**src/hdl/pmq_pkg.sv**
```systemverilog
// ----------------------------------------------------------------------------
// pmq_pkg: shared types and constants of the priority message queue
// Queue depth, field widths, operation codes and the structs that pass
// along the row of storage cells.
// ----------------------------------------------------------------------------
package pmq_pkg;

	localparam int DEPTH = 64;
	localparam int PAY_W = 32;
	localparam int PRI_W = 2;
	localparam int NUM_PRI = 1 << PRI_W;
	localparam int CNT_W = $clog2(DEPTH + 1);

	localparam logic [1:0] OP_APPEND  = 2'd0;
	localparam logic [1:0] OP_REPLACE = 2'd1;
	localparam logic [1:0] OP_TAKE    = 2'd2;

	// operation broadcast to every cell for the length of one walk
	typedef struct packed {
		logic [1:0]       op;
		logic [PAY_W-1:0] pay;
		logic [PRI_W-1:0] pri;
	} cmd_t;

	// token handed from cell to cell, one cell per cycle
	typedef struct packed {
		logic             go;
		logic             found;
		logic [PAY_W-1:0] pay;
		logic [PRI_W-1:0] pri;
	} tok_t;

	// contents of one cell
	typedef struct packed {
		logic             valid;
		logic [PAY_W-1:0] pay;
		logic [PRI_W-1:0] pri;
	} entry_t;

	// one result word
	typedef struct packed {
		logic             ok;
		logic             replaced;
		logic [PAY_W-1:0] pay;
		logic [PRI_W-1:0] pri;
		logic [CNT_W-1:0] occ;
	} res_t;

endpackage

```
**src/hdl/pmq_cell.sv**
```systemverilog
// ----------------------------------------------------------------------------
// pmq_cell: one storage cell of the priority message queue
// Holds one entry. When the token reaches it, it appends, replaces, hands
// its entry out, or pulls the entry of its upper neighbor down one place.
// ----------------------------------------------------------------------------
module pmq_cell import pmq_pkg::*; (
	input  logic   clk,
	input  logic   arst_n,
	input  cmd_t   cmd,
	input  tok_t   tok_in,
	input  entry_t nxt,
	output entry_t ent,
	output tok_t   tok_out
);

	entry_t ent_q;
	tok_t   tok_q;
	tok_t   tok_d;
	logic   load_cmd;
	logic   take_next;

	always_comb begin
		tok_d     = tok_in;
		load_cmd  = 1'b0;
		take_next = 1'b0;
		if (tok_in.go) begin
			unique case (cmd.op)
				OP_APPEND: begin
					// first empty cell takes the word
					if (!tok_in.found && !ent_q.valid) begin
						load_cmd    = 1'b1;
						tok_d.found = 1'b1;
					end
				end
				OP_REPLACE: begin
					if (!tok_in.found && ent_q.valid && (ent_q.pri < cmd.pri)) begin
						load_cmd    = 1'b1;
						tok_d.found = 1'b1;
						tok_d.pri   = ent_q.pri;
					end
				end
				OP_TAKE: begin
					if (tok_in.found) begin
						take_next = 1'b1;
					end else if (ent_q.valid && (ent_q.pri == cmd.pri)) begin
						take_next   = 1'b1;
						tok_d.found = 1'b1;
						tok_d.pay   = ent_q.pay;
						tok_d.pri   = ent_q.pri;
					end
				end
				default: ;
			endcase
		end
	end

	always_ff @(posedge clk or negedge arst_n) begin
		if (!arst_n) begin
			ent_q <= '0;
			tok_q <= '0;
		end else begin
			tok_q <= tok_d;
			if (load_cmd) begin
				ent_q.valid <= 1'b1;
				ent_q.pay   <= cmd.pay;
				ent_q.pri   <= cmd.pri;
			end else if (take_next) begin
				ent_q <= nxt;
			end
		end
	end

	assign ent     = ent_q;
	assign tok_out = tok_q;

endmodule

```
**config.mk**
```make
export PLATFORM = sky130hd
export DESIGN_NAME = pmq_cell
export DESIGN_NICKNAME = d
export VERILOG_FILES = /design/src/hdl/pmq_pkg.sv /design/src/hdl/pmq_cell.sv
export SDC_FILE = /design/constraint.sdc
export NUM_CORES = 1
export LEC_CHECK = 0
export ABC_AREA = 1
export BUFFER_PORTS_ARGS = -buffer_cell sky130_fd_sc_hd__buf_2
export CAP_MARGIN = 20
export CORE_MARGIN = 1.5
export CORE_UTILIZATION = 40
export CTS_CLUSTER_SIZE = 16
export DETAILED_ROUTE_END_ITERATION = 10
export MAX_ROUTING_LAYER = met4
export PLACE_DENSITY = 0.72
export SYNTH_ARGS = -nofsm -noshare
export SYNTH_HDL_FRONTEND = slang
export SYNTH_SLANG_ARGS = --single-unit
```
**constraint.sdc**
```tcl
create_clock -name clk -period 4 [get_ports clk]
set_input_delay 0.2 -clock clk [delete_from_list [all_inputs] [get_ports clk]]
set_output_delay 0.2 -clock clk [all_outputs]
set_load 0.05 [all_outputs]
```
==> impl_metrics.yaml <==
synthesis:
  syn_inst: 439
  yosysWarningCount: 0
  yosys.area.top_type: "dfrtp_1"
  yosysMostFrequentCell: "nand2_1"
  synth-xor-area-share_pct: 0
  yosys.area_share.simple_pct: 25.66
  ys_top_cells_by_count: "143 x nand2_1, 73 x inv_1, 71 x dfrtp_1, 40 x o21ai_0, 29 x nand3b_1"
  synth.cell_area_um2: 3545
  async_flop_share_pct: 100.0
  synth_compound_area_share_pct: 10.10
  dominantRegCellSynth: "dfrtp_1"
  synth_mux_area_share_pct: 0
  yosysUniqueCellTypes: 25
  synth_top_family_by_area: "simple AND/OR/NAND/NOR gates"
  synth_nets: 554
  syn_area_per_cell_um2: 8.074
  synth_top_area_share_pct: 50.12
  yosys_register_bits: 71
  synthTopCellsByArea: "dfrtp_1 50%, nand2_1 15%, inv_1 7.7%"
  ys_seq_area_share_pct: 50.12
  synthAdderAreaFrac_pct: 2.118
  synth_edf_count: 0
final_layout:
  n_fill_cell: 837
  diodes: 0
  finalNonFillerCells: 723
  layout-drive-gt1-share_pct: 33.98
  areaGrowthSynthToFinish_pct: 33.39
  nets: 725
cts:
  postCtsSetupBuffers: 0
  tritoncts: "done"
  clk_pin_slew_ns: 0.08
  cts_sinks: 71
  insertion_delay_ns: 0.34
  cts_max_path_buffers: 2
  cts_max_level: 3
  cts-resized-gates: 0
  cts_root_buf: "clkbuf_8"
  cts_buffers: 9
  cts_hold_buf: 0
timing:
  finalClockSkew_ns: 0.009103
  worst_slew_pin_slew_ns: 0.8811
  fmax_mhz: 444.2
  rsz0062_at_grt: "no"
  min_period_over_period_pct: 56.28
  hold_ws_ns: -0.02124
  min_period_ns: 2.251
  hold_viol: 13
  tns_ns: 0
  drv_slew: 0
  setup_viol: 0
  slew_headroom_pct: 41.26
floorplanning:
  start_util_pct: 41.05
  die_x_um: 97.14
  core_um2: 8636
  die_h_um: 97.14
  dieArea_um2: 9435
  io_pins: 180
  rows: 34
pwr:
  peakVddDrop_uv: 420.0
  power.density_nw_per_um2: 680.6
  power.internal_w: 0.001700
  clkPwrFrac_pct: 22.3
  power_frac_seq_pct: 33.5
  comb_power_share_pct: 44.2
  leakage_nw: 2.741
  p_switching_w: 0.001518
  swShare_pct: 47.17
routing:
  ant_nets: 0
  vias: 3314
  drt-total-wl_mm: 9.106
  wl_per_cell_um: 12.59
  drc_errors: 0
  initialDrtViolationCount: 102
  first_pass_iters: 4
  vias_per_cell: 4.584
worst_setup_path:
  cp.required_ns: 4.28
  r2r-end: "ent[10]$_DFFE_PN0P_"
  cp.arrival_ns: 2.53
  worstSetupPathType: "reg2reg"
  startpoint: "ent[1]$_DFFE_PN0P_"
  path_max_fanout: 36
  reg2reg_from: "ent[1]$_DFFE_PN0P_"
  startpoint_type: "flop"
  critical_path.endpoint_type: "flop"
  regToRegSetupSlack_ns: 1.75
  reg2reg_depth: 8
status:
  violations: "hold timing"
  status: "finished with violations"
global_route:
  grt_pass1_vias: 3386
  grt_overflow: 0
  antenna_found_initial: 0
  grt_start_max_net_pins: 72
  track_usage_pct: 20.75
  grt_first_pass_wirelength_mm: 15.54
place:
  dp_cells: 706
  dp_hpwl_mm: 6.388
  gp_congestion: 0.8608
  port_buffers: 179
run:
  drv_cap: 0
hold_path:
  hp-class: "in2async"
-- layer usage --
metal  GRT usage, %  wire (um)  vias up
li1               -          -     1699
met4          7.581        166        0
met1          25.11       3974     1509
met3          3.453        374       16
met5              -          0        -
met2          35.02       4590       90
-- placed cells by master, fill, tap and decap left out --
master,Yosys,layout
nand2_4,1,1
o211ai_2,1,1
nand4_2,1,1
buf_16,0,1
nand2_2,2,2
o21a_1,1,1
a21oi_1,3,3
buf_4,2,3
o21ai_1,23,23
clkinv_2,0,1
nor2_1,1,1
ha_1,6,6
nor2_2,3,3
nand3_2,1,1
o21ai_0,40,40
inv_1,73,73
dfrtp_1,71,71
inv_2,1,1
buf_2,10,178
clkbuf_8,0,11
nand2_1,143,143
nor3_2,1,1
nand3b_1,29,29
clkinv_4,0,1
o211ai_1,1,1
nand3_1,14,14
bufinv_16,0,3
and3_1,1,1
-- area by class of cell --
cell class | instances | area, um^2 | area share, %
clock inverter | 5 | 103.9 | 2.196
timing repair buffer | 182 | 940.9 | 19.90
tap | 108 | 135.1 | 2.858
multi-input combinational | 272 | 1343 | 28.39
clock buffer | 11 | 151.4 | 3.202
sequential | 71 | 1777 | 37.58
inverter | 74 | 277.8 | 5.875
-- worst max-delay path, stage by stage (launching register included) --
cell and delay, ns:
dfrtp_1 0.41, ha_1 0.30, nand2_1 0.12, nand4_2 0.19, nand2_4 0.39, nand2_2 0.43
o21ai_1 0.19, nand2_1 0.10, nand2_1 0.07
-- worst max path at each step --
stage | end | slack [ns] | cells after the start
after CTS | tok_out[13]$_DFF_PN0_ | 1.49 | 6
final | ent[10]$_DFFE_PN0P_ | 1.75 | 8
after detailed placement | tok_out[13]$_DFF_PN0_ | 1.51 | 6
after floorplan | tok_out[14]$_DFF_PN0_ | 2.15 | 8
after global routing | ent[10]$_DFFE_PN0P_ | 1.47 | 8
after global placement | tok_out[10]$_DFF_PN0_ | 1.70 | 5
-- sequential cells by signal, summed over array words and instances, names as in the netlist --
name and count:
ent 35, tok_out 36
-- stage by stage --
| stage | worst slack [ns] | total power [W] | util (%) | hold slack [ns] | area [um^2] |
|---|---|---|---|---|---|
| 2_1_floorplan | 2.153 | 0.002152 | - | -0.09559 | 3545 |
| 5_1_grt | 1.470 | 0.003416 | 54.75 | 0.04570 | 4728 |
| 3_3_place_gp | 1.696 | 0.002502 | 51.48 | 0.3744 | 4446 |
| 6_report | 1.749 | 0.003218 | 54.75 | -0.02124 | 4728 |
| 3_5_place_dp | 1.513 | 0.002520 | 51.48 | 0.3865 | 4446 |
| 4_1_cts | 1.490 | 0.003246 | 54.43 | 0.01729 | 4701 |
-- cell families (layout without fill, tap and decap cells) --
logic type / Yosys count / in the layout
buffers and inverters: 96 / 272
DFF: 71 / 71
AOI/OAI and AO/OA: 69 / 69
adders and majority gates: 6 / 6
and+or+nand+nor: 197 / 197
-- power by group through the flow --
stage / registers (W) / clock network [W] / logic (W)
4_1_cts: 0.00108 / 0.000733 / 0.00143
6_report: 0.00108 / 0.000718 / 0.00142
2_1_floorplan: 0.00179 / 0 / 0.000362
5_1_grt: 0.00111 / 0.000766 / 0.00154
3_5_place_dp: 0.00109 / 0 / 0.00143
3_3_place_gp: 0.00109 / 0 / 0.00141
(Power assumes the default switching activity.)
